==> config.mk <==
export PLATFORM = sky130hd
export DESIGN_NAME = time_window_point_averager
export DESIGN_NICKNAME = d
export VERILOG_FILES = /design/src/rtl/twpa_pkg.sv /design/src/rtl/time_window_point_averager.sv
export SDC_FILE = /design/constraint.sdc
export NUM_CORES = 2
export LEC_CHECK = 0
export ABC_AREA = 1
export BUFFER_PORTS_ARGS = -buffer_cell sky130_fd_sc_hd__buf_4
export CAP_MARGIN = 25
export CORE_UTILIZATION = 60
export CTS_CLUSTER_SIZE = 24
export DETAILED_ROUTE_END_ITERATION = 16
export PLACE_DENSITY = 0.76
export SLEW_MARGIN = 20
export SYNTH_ARGS = -nofsm -noshare
export SYNTH_HDL_FRONTEND = slang
export SYNTH_SLANG_ARGS = --single-unit
==> constraint.sdc <==
create_clock -name i_clk -period 12.3 [get_ports i_clk]
set_input_delay 1.845 -clock i_clk [delete_from_list [all_inputs] [get_ports i_clk]]
set_output_delay 1.845 -clock i_clk [all_outputs]
set_load 0.03 [all_outputs]
==> src/rtl/twpa_pkg.sv <==
// Shared types and constants for the time-window point averager.
`default_nettype none
package twpa_pkg;

    localparam int STORE_DEPTH_DEF = 32;     // default store size
    localparam int CFG_IDX_W       = 1;      // register index width
    localparam int CFG_DATA_W      = 16;     // widest register
    localparam int COORD_W         = 16;     // x and y width
    localparam int TIME_W          = 32;     // timestamp width

    localparam logic [CFG_IDX_W-1:0] CFG_FILTER_ENABLE = 1'd0;
    localparam logic [CFG_IDX_W-1:0] CFG_WINDOW_MS     = 1'd1;

    localparam logic        FILTER_ENABLE_RST = 1'b1;
    localparam logic [15:0] WINDOW_MS_RST     = 16'd50;

    typedef enum logic [2:0] {
        ST_IDLE,
        ST_WALK,
        ST_DRAIN,
        ST_PREP,
        ST_DIV,
        ST_DONE
    } t_state;

endpackage
`default_nettype wire

==> src/rtl/time_window_point_averager.sv <==
// Top level of the time-window point averager: sample store, expiry walk, mean divider.
`default_nettype none
// Smooths timestamped 2-D pointer samples. With filtering on, each accepted
// sample is written into a circular store of STORE_DEPTH entries (one
// synchronous RAM of {time, y, x} with a registered read; a valid bit per
// entry in flip-flops). The block then walks every entry once, dropping those
// whose age (new time minus stored time, modulo 2^32) exceeds window_ms and
// summing the rest, and divides both sums by the entry count with two
// restoring dividers side by side, one quotient bit per cycle, truncating
// toward zero. One item at a time: each filtered sample goes through the
// one-read-per-cycle store walk and the bit-serial divide of the SUM_W-bit
// sums (SUM_W = 16 + clog2(STORE_DEPTH + 1)), and the next sample is taken once
// its result is in the output register, where it may wait while the next
// transfer in is taken. Filtering off sends the sample straight there and
// leaves the store untouched. If the slot being written still holds a live
// entry it is overwritten and store_overflow is raised with that result. No
// clearing pass is needed after reset. Registers: index 0 filter_enable
// (reset 1), index 1 window_ms (reset 50); write them only while idle.
module time_window_point_averager #(
    parameter int STORE_DEPTH = twpa_pkg::STORE_DEPTH_DEF
) (
    input  wire                                  i_clk,
    input  wire                                  i_rst_n,
    // configuration
    input  wire                                  i_cfg_wr_en,
    input  wire  [twpa_pkg::CFG_IDX_W-1:0]       i_cfg_index,
    input  wire  [twpa_pkg::CFG_DATA_W-1:0]      i_cfg_wdata,
    // sample in
    input  wire                                  i_in_valid,
    output logic                                 o_in_ready,
    input  wire  signed [twpa_pkg::COORD_W-1:0]  i_sample_x,
    input  wire  signed [twpa_pkg::COORD_W-1:0]  i_sample_y,
    input  wire  [twpa_pkg::TIME_W-1:0]          i_sample_time,
    // result out
    output logic                                 o_out_valid,
    input  wire                                  i_out_ready,
    output logic signed [twpa_pkg::COORD_W-1:0]  o_mean_x,
    output logic signed [twpa_pkg::COORD_W-1:0]  o_mean_y,
    output logic [twpa_pkg::TIME_W-1:0]          o_out_time,
    output logic                                 o_store_overflow
);
    import twpa_pkg::*;

    localparam int IDX_W   = (STORE_DEPTH > 1) ? $clog2(STORE_DEPTH) : 1;
    localparam int CNT_W   = $clog2(STORE_DEPTH + 1);
    localparam int SUM_W   = COORD_W + CNT_W;
    localparam int DCNT_W  = $clog2(SUM_W);
    localparam int MEM_W   = TIME_W + 2 * COORD_W;
    localparam logic [IDX_W-1:0]  LAST_IDX = IDX_W'(STORE_DEPTH - 1);
    localparam logic [DCNT_W-1:0] LAST_BIT = DCNT_W'(SUM_W - 1);

    // configuration registers
    logic        r_filter_en;
    logic [15:0] r_window;

    // control
    t_state             r_state, n_state;
    logic [IDX_W-1:0]   r_wr_slot;
    logic [IDX_W-1:0]   r_idx;
    logic [IDX_W-1:0]   r_chk_idx;
    logic               r_chk_vld;
    logic [STORE_DEPTH-1:0] r_valid;
    logic [DCNT_W-1:0]  r_bit;
    logic               r_out_valid;

    // item payload and working values
    logic signed [COORD_W-1:0] r_in_x, r_in_y;
    logic [TIME_W-1:0]         r_in_time;
    logic                      r_ovf;
    logic signed [SUM_W-1:0]   r_sum_x, r_sum_y;
    logic [CNT_W-1:0]          r_cnt;
    logic [SUM_W-1:0]          r_dvd_x, r_dvd_y;
    logic [CNT_W-1:0]          r_rem_x, r_rem_y;
    logic                      r_neg_x, r_neg_y;

    // sample store
    logic [MEM_W-1:0] mem [STORE_DEPTH];
    logic [MEM_W-1:0] r_rd_data;

    logic in_fire, out_load, store_wr, walk_rd;
    logic signed [COORD_W-1:0] rd_x, rd_y;
    logic [TIME_W-1:0]         rd_time, age;
    logic                      chk_live, chk_expire;
    logic [CNT_W:0]            sh_x, sh_y, dif_x, dif_y;
    logic                      qb_x, qb_y;
    logic [SUM_W-1:0]          q_x, q_y;

    // ---------------------------------------------------------------
    // Handshake and sequencer
    // ---------------------------------------------------------------
    assign in_fire  = i_in_valid && o_in_ready;
    assign store_wr = in_fire && r_filter_en;

    always_ff @(posedge i_clk) begin
        if (!i_rst_n) begin
            r_state <= ST_IDLE;
        end else begin
            r_state <= n_state;
        end
    end

    always_comb begin
        n_state    = r_state;
        o_in_ready = 1'b0;
        walk_rd    = 1'b0;
        out_load   = 1'b0;
        case (r_state)
            ST_IDLE: begin
                o_in_ready = 1'b1;
                if (i_in_valid) begin
                    n_state = r_filter_en ? ST_WALK : ST_DONE;
                end
            end
            ST_WALK: begin
                walk_rd = 1'b1;
                if (r_idx == LAST_IDX) begin
                    n_state = ST_DRAIN;
                end
            end
            ST_DRAIN: n_state = ST_PREP;
            ST_PREP:  n_state = ST_DIV;
            ST_DIV: begin
                if (r_bit == LAST_BIT) begin
                    n_state = ST_DONE;
                end
            end
            ST_DONE: begin
                if (!r_out_valid || i_out_ready) begin
                    out_load = 1'b1;
                    n_state  = ST_IDLE;
                end
            end
            default: n_state = ST_IDLE;
        endcase
    end

    // configuration writes
    always_ff @(posedge i_clk) begin
        if (!i_rst_n) begin
            r_filter_en <= FILTER_ENABLE_RST;
            r_window    <= WINDOW_MS_RST;
        end else if (i_cfg_wr_en) begin
            case (i_cfg_index)
                CFG_FILTER_ENABLE: r_filter_en <= i_cfg_wdata[0];
                CFG_WINDOW_MS:     r_window    <= i_cfg_wdata[15:0];
                default: ;
            endcase
        end
    end

    // ---------------------------------------------------------------
    // Store: new sample written on the transfer, then one read a cycle
    // ---------------------------------------------------------------
    always_ff @(posedge i_clk) begin
        if (store_wr) begin
            mem[r_wr_slot] <= {i_sample_time, i_sample_y, i_sample_x};
        end
        if (walk_rd) begin
            r_rd_data <= mem[r_idx];
        end
    end

    assign rd_x    = r_rd_data[COORD_W-1:0];
    assign rd_y    = r_rd_data[2*COORD_W-1:COORD_W];
    assign rd_time = r_rd_data[MEM_W-1:2*COORD_W];
    assign age     = r_in_time - rd_time;    // wraps modulo 2^32

    assign chk_live   = r_chk_vld && r_valid[r_chk_idx];
    assign chk_expire = age > {{(TIME_W-16){1'b0}}, r_window};

    // walk pointers, write slot and valid bits
    always_ff @(posedge i_clk) begin
        if (!i_rst_n) begin
            r_wr_slot <= '0;
            r_idx     <= '0;
            r_chk_vld <= 1'b0;
            r_valid   <= '0;
        end else begin
            r_chk_vld <= walk_rd;
            if (in_fire) begin
                r_idx <= '0;
            end else if (walk_rd && r_idx != LAST_IDX) begin
                r_idx <= r_idx + 1'b1;
            end
            if (store_wr) begin
                r_valid[r_wr_slot] <= 1'b1;
                r_wr_slot <= (r_wr_slot == LAST_IDX) ? '0 : r_wr_slot + 1'b1;
            end else if (chk_live && chk_expire) begin
                r_valid[r_chk_idx] <= 1'b0;
            end
        end
    end

    always_ff @(posedge i_clk) begin
        r_chk_idx <= r_idx;
    end

    // capture the item and accumulate live entries
    always_ff @(posedge i_clk) begin
        if (in_fire) begin
            r_in_x    <= i_sample_x;
            r_in_y    <= i_sample_y;
            r_in_time <= i_sample_time;
            r_ovf     <= r_filter_en && r_valid[r_wr_slot];
            r_sum_x   <= '0;
            r_sum_y   <= '0;
            r_cnt     <= '0;
        end else if (chk_live && !chk_expire) begin
            r_sum_x <= r_sum_x + SUM_W'(rd_x);
            r_sum_y <= r_sum_y + SUM_W'(rd_y);
            r_cnt   <= r_cnt + 1'b1;
        end
    end

    // ---------------------------------------------------------------
    // Restoring divide of |sum| by count, x and y side by side
    // ---------------------------------------------------------------
    assign sh_x  = {r_rem_x, r_dvd_x[SUM_W-1]};
    assign sh_y  = {r_rem_y, r_dvd_y[SUM_W-1]};
    assign dif_x = sh_x - {1'b0, r_cnt};
    assign dif_y = sh_y - {1'b0, r_cnt};
    assign qb_x  = !dif_x[CNT_W];
    assign qb_y  = !dif_y[CNT_W];

    always_ff @(posedge i_clk) begin
        if (r_state == ST_PREP) begin
            r_neg_x <= r_sum_x[SUM_W-1];
            r_neg_y <= r_sum_y[SUM_W-1];
            r_dvd_x <= r_sum_x[SUM_W-1] ? SUM_W'(-r_sum_x) : SUM_W'(r_sum_x);
            r_dvd_y <= r_sum_y[SUM_W-1] ? SUM_W'(-r_sum_y) : SUM_W'(r_sum_y);
            r_rem_x <= '0;
            r_rem_y <= '0;
            r_bit   <= '0;
        end else if (r_state == ST_DIV) begin
            r_rem_x <= qb_x ? dif_x[CNT_W-1:0] : sh_x[CNT_W-1:0];
            r_rem_y <= qb_y ? dif_y[CNT_W-1:0] : sh_y[CNT_W-1:0];
            r_dvd_x <= {r_dvd_x[SUM_W-2:0], qb_x};
            r_dvd_y <= {r_dvd_y[SUM_W-2:0], qb_y};
            r_bit   <= r_bit + 1'b1;
        end
    end

    assign q_x = r_neg_x ? SUM_W'(-r_dvd_x) : r_dvd_x;
    assign q_y = r_neg_y ? SUM_W'(-r_dvd_y) : r_dvd_y;

    // ---------------------------------------------------------------
    // Output register
    // ---------------------------------------------------------------
    always_ff @(posedge i_clk) begin
        if (!i_rst_n) begin
            r_out_valid <= 1'b0;
        end else if (out_load) begin
            r_out_valid <= 1'b1;
        end else if (i_out_ready) begin
            r_out_valid <= 1'b0;
        end
    end

    always_ff @(posedge i_clk) begin
        if (out_load) begin
            // filter off: r_ovf is zero and the sample passes straight out
            o_mean_x         <= r_filter_en ? q_x[COORD_W-1:0] : r_in_x;
            o_mean_y         <= r_filter_en ? q_y[COORD_W-1:0] : r_in_y;
            o_out_time       <= r_in_time;
            o_store_overflow <= r_ovf;
        end
    end

    assign o_out_valid = r_out_valid;

`ifndef SYNTH
    // the sample just stored must be live on the next cycle
    a_store_live: assert property (@(posedge i_clk) disable iff (!i_rst_n)
        store_wr |=> r_valid[$past(r_wr_slot)])
        else $error("stored entry not marked valid");

    // the new entry always survives the walk, so the divisor is never zero
    a_cnt_nonzero: assert property (@(posedge i_clk) disable iff (!i_rst_n)
        r_state == ST_PREP |-> r_cnt != '0)
        else $error("empty average at divide start");

    // restoring divide keeps the partial remainder below the divisor
    a_rem_bound: assert property (@(posedge i_clk) disable iff (!i_rst_n)
        r_state == ST_DIV |-> (r_rem_x < r_cnt && r_rem_y < r_cnt))
        else $error("divider remainder out of range");

    // write slot stays inside the store
    a_slot_range: assert property (@(posedge i_clk) disable iff (!i_rst_n)
        32'(r_wr_slot) < STORE_DEPTH)
        else $error("write slot beyond store depth");

    // a result is only loaded when the output register can take it
    a_no_overrun: assert property (@(posedge i_clk) disable iff (!i_rst_n)
        out_load |-> (!r_out_valid || i_out_ready))
        else $error("result overwrote a waiting transfer");
`endif

endmodule
`default_nettype wire
* Word level (Yosys, flattened, before mapping) *
Memory sizes are Yosys's and may differ from the RTL's. A register that Yosys moved wholly into a read port is not among the register bits.
Cells that the tools add are included.

cells by class
  add/sub/neg operators = 13
  $lt $le $gt $ge = 5
  equality and inequality tests = 13
  mux-type cells = 37
  bitwise logic cells = 5
  reduce and logical (&&, ||, !) cells = 22

operators by type and width
  kind                                                 number
  two-way mux 22 bit                                   6
  two-way mux 16 bit                                   4
  two-way mux 32 bit                                   2
  adder 22 x 16 -> 22 bit                              2
  negator 22 bit                                       2
  AND 32 bit                                           1
  greater-than comparator 32 x 16 -> 1 bit             1
  negator 16 bit                                       2
  inverter 32 bit                                      1
  OR 32 bit                                            1
  subtractor 32 bit                                    1
  one-hot mux 3 bit (6 select lines)                   1
  adder 5 x 1 -> 5 bit, second input constant          3
  == test 5 bit, second input constant                 3
  two-way mux 3 bit                                    5
  subtractor 7 x 6 -> 7 bit                            2
  < comparator 5 x 6 -> 1 bit, second input constant   2
  two-way mux 1 bit                                    12
  two-way mux 6 bit                                    2
  binary-select mux 1 bit (select 5 bit)               2
  demux 1 bit (select 5 bit)                           2
  >= comparator 5 x 1 -> 1 bit, second input constant  2
  logical AND 1 bit                                    9
  inequality test 2 bit, second input constant         4
  14 further kinds                                     23

word-level totals
  register bits after elaboration = 312
  bits in writable memories = 2048
  word-level logic and storage cells = 123
  memories kept = 1

memories
  name  depth  width  rd ports  clocked after memory_dff  wr ports  RTL line                          source
  mem   32     64     1         1                         1         time_window_point_averager.sv:77  logic [MEM_W-1:0] mem [STORE_DEPTH];

* Depth between registers and ports, before layout *
  depth in word-level cells = 8
  mapped depth = 28
  depth with buffers taken out = 27

* Least setup slack after synthesis *
No wires, ideal clock.

  path kind = reg-to-reg
  start = register r_state[0]
  end = register r_state[1]
  arrival = 6231 ps
  required time = 12235 ps
  setup slack = 6004 ps
  cell stages (with the launch flop) = 13
  clock period less this slack = 6296 ps
  cell sequence = dfxtp_1 -> inv_1 -> nor3_1 -> inv_1 -> nor2_1 -> inv_1 -> o31ai_1 -> nor2_1 -> inv_1 -> a21oi_1 -> o21ai_0 -> nand2_1 -> nor2_1

on the way
  longest elaborated chain between the ends = 3
  elaborated cells between the ends (all ways) = 12
  those cells by class = eq/ne (9); mux (1); reduce/logical (2)

ends and longest elaborated chain
  item                                         RTL line                           source
  start, declared                              time_window_point_averager.sv:57   t_state r_state, n_state;
  start signal, assigned                       time_window_point_averager.sv:98   r_state <= n_state;
  == test 3 bit, or another cell as far along  time_window_point_averager.sv:107  case (r_state)
  inequality test 2 bit (no line)              --
  AND reduction 4 bit (no line)                --

Several ways; a longest one is shown, not always the timed one.
A chain may end at the register's enable or synchronous reset.

* Worst setup path after layout *
  start = input i_in_valid
  end = memory mem[15][44] in the netlist's numbering, enable pin

on the way
  longest elaborated chain between the ends = 4

ends and longest elaborated chain
  item                                     RTL line                           source
  start, declared                          time_window_point_averager.sv:29   input wire i_in_valid,
  logical AND 1 bit                        time_window_point_averager.sv:91   assign in_fire = i_in_valid && o_in_ready;
  logical AND 1 bit                        time_window_point_averager.sv:92   assign store_wr = in_fire && r_filter_en;
  two-way mux 1 bit                        time_window_point_averager.sv:155  if (store_wr) begin
  two-way mux 1 bit (not written as such)  time_window_point_averager.sv:156  mem[r_wr_slot] <= {i_sample_time, i_sample_y, i_sample_x};
  end, declared                            time_window_point_averager.sv:77

Every way passes these cells.

==> impl_metrics.ini <==
[critical_path]
critical_path_arrival_ns = 5.49
reg2reg_depth = 25
crit_path_cell_trace = buf_4, nand2_1, buf_4, nor2_1, inv_1, nor2_1, inv_1, nor2_1, inv_1, nor2_4, buf_4
worst_path_max_delay_cell = buf_4
cp.buffers_inverters = 6
path_class = input port to register
required_ns = 12.77
worstReg2RegEnd = r_valid[5]
crit_path_start_kind = input port
r2r_start = r_in_time[0]
cpPeakStageDelay_ns = 0.79
crit_family = buffers and inverters
critPathMaxFanout = 47
regToRegSetupSlack_ns = 7.44
end_kind = register

[timing]
finalHoldViolations = 0
fin_crit_sh = 0.408
rsz0062_at_grt = false
slew_viol_final = 0
setup_viol = 0
slew_headroom = 0.206
fin_crit_ns = 5.02
worst_pin_slew_ns = 1.18
holdWs_ns = 0.451
skew_ns = 0.0576
max_freq_mhz = 199
tns_ns = 0
worst_slack_ns = 7.28

[cts]
clock-sinks = 2424
htreeDepth = 4
clk_path_buf_depth = 3
cts_root_buf = clkbuf_16
cts_setup_buffers = 0
clk_pin_slew_ns = 0.06
post_cts_resized = 0
hold_buffers = 0
clock_latency_ns = 0.89
cts_buffers = 226
cts_tree = yes

[logic_synthesis]
seq_area_frac_synth = 0.712
ys_types = 57
async_flop_share = 0
syn_inst = 8405
synth_warnings = 0
synthFlopType = edfxtp_1
synth_nets = 8611
synth_edf_count = 2288
ys_seq_elements = 2424
avgSynthCellArea_um2 = 11.9
syn_area_um2 = 100000

[run_status]
status = finished clean

[global_route]
grt_util_all_layers = 0.337
gr-total-overflow = 0
grt_first_pass_wirelength_um = 421000
grt_max_degree = 184
grt_pass1_vias = 66400
grt_antenna_before_repair = 30

[drt]
postRouteAntennaNets = 0
drt_wl_total_um = 287000
drcViolationCount = 0
dr.pass1.iters = 7
wire_per_inst_um = 26.6
viasPerCell = 6.49
via_count = 70100
drtIter0Drc = 10800

[placement]
dp.cells = 10400
place_area_um2 = 104000
place.gp.congestion = 0.922
dp_hpwl_um = 165000
portBuffers = 152
dp_worst_setup_slack_ns = 6.48

[power]
leakage_nw = 38.5
power_mw = 22.9
power.density_nw_per_um2 = 207
ir_drop_uv = 186

[die]
ios = 153
initial_core_util = 0.607
die_h_um = 411
rows = 149
coreArea_um2 = 165000
die_x_um = 411
dieArea_um2 = 169000

[finish]
final_common_cell = edfxtp_1
final_cell_count_no_fill = 10800
drive_gt1_frac = 0.0773
area_delta_synth_final_pct = 10.5
final_cell_mix = edfxtp_1 (2288), nor2_1 (1474), o21ai_0 (1396), nand2_1 (821), o22ai_1 (477)
final_area_um2 = 111000
nets = 8620
postLayoutCoreUtil = 0.670

[worst_hold_path]
hold_start = r_in_time[0]
hold_path_end = o_out_time[0]
min_delay_path_depth = 0
min_path_type = register to register

[flow_run]
drv_cap = 0
-- registers in the layout, summed over array words and instances (netlist names), 6 cells and up --
| name | cells |
|---|---|
| o_mean_x | 16 |
| r_rem_y | 6 |
| mem | 2048 |
| o_out_time | 32 |
| r_dvd_x | 22 |
| r_in_x | 16 |
| o_mean_y | 16 |
| r_window | 16 |
| r_sum_x | 22 |
| r_dvd_y | 22 |
| r_valid | 32 |
| r_in_time | 32 |
| r_in_y | 16 |
| r_sum_y | 22 |
| r_rd_data | 64 |
| r_cnt | 6 |
| r_rem_x | 6 |
-- layout make-up --
type / count / area (µm²)
fill: 11500 / 54500
antenna: 5 / 12.5
tap: 2189 / 2740
sequential: 2424 / 71400
clock buffer: 289 / 5970
multi-input combinational: 5113 / 25800
timing repair buffer: 282 / 2290
inverter: 367 / 1410
clock inverter: 129 / 1150
-- routing by layer --
layer  share of wire  vias up  global-route usage  wire [µm]
met5         0.00028        -                   0         80
met4           0.038       14               0.125      11000
met3            0.14      695              0.0794      40200
met2            0.46     4949               0.525     132000
met1            0.36    33900               0.467     104000
li1                -    30500                   -          -
-- synth_stat cells (5+ instances only) --
library cell | count | area share
a21o_1 | 8 | 0.00060
o21bai_1 | 5 | 0.00037
a22oi_1 | 16 | 0.0012
ha_1 | 115 | 0.014
a21oi_1 | 198 | 0.0099
o211ai_1 | 10 | 0.00075
inv_2 | 7 | 0.00026
and3_1 | 6 | 0.00037
nor2_1 | 1508 | 0.056
nor3_1 | 38 | 0.0019
buf_2 | 31 | 0.0015
buf_1 | 25 | 0.00094
nand3_1 | 106 | 0.0053
a31oi_1 | 25 | 0.0016
a31o_2 | 9 | 0.00079
nand2_1 | 822 | 0.031
inv_1 | 355 | 0.013
o32ai_1 | 8 | 0.00070
fa_1 | 5 | 0.0010
xor2_1 | 97 | 0.0085
clkbuf_1 | 441 | 0.017
o221ai_1 | 89 | 0.0078
nand4_1 | 53 | 0.0033
xnor2_1 | 30 | 0.0026
o21ai_0 | 1398 | 0.070
a311oi_1 | 6 | 0.00052
o22ai_1 | 477 | 0.030
edfxtp_1 | 2288 | 0.69
or2_2 | 7 | 0.00044
o31ai_1 | 21 | 0.0016
nor4_1 | 13 | 0.00081
dfxtp_1 | 136 | 0.027
clkinv_1 | 5 | 0.00019
-- worst max-delay path by stage --
stage / end / cells after the start / startpoint / slack [ns]
after floorplan: r_state[1] / 12 / r_state[0] / 6.00
after global placement: mem[23][51] / 11 / i_in_valid / 6.61
after detailed placement: mem[23][51] / 11 / i_in_valid / 6.48
after CTS: mem[23][52] / 11 / i_in_valid / 7.39
after global routing: r_valid[5] / 23 / r_in_time[14] / 7.01
final: mem[15][44] / 11 / i_in_valid / 7.28
-- logic make-up (layout without fill, tap and decap cells) --
| group | after synthesis | in the layout | synth area share |
|---|---|---|---|
| flops | 2424 | 2424 | 0.712 |
| compound gates | 2296 | 2296 | 0.127 |
| buf+inv | 868 | 1067 | 0.0332 |
| other cells | 0 | 5 | 0 |
| fa+ha+maj | 120 | 120 | 0.0153 |
| xor+xnor | 127 | 127 | 0.0111 |
| simple gates | 2570 | 2570 | 0.101 |
-- report_power, final --
group / switching, mW / total (mW) / internal (mW)
Sequential: 0.233 / 9.80 / 9.56
Combinational: 4.67 / 6.38 / 1.72
Clock: 3.05 / 6.76 / 3.71
No activity file was read; power rests on OpenSTA's default activity.
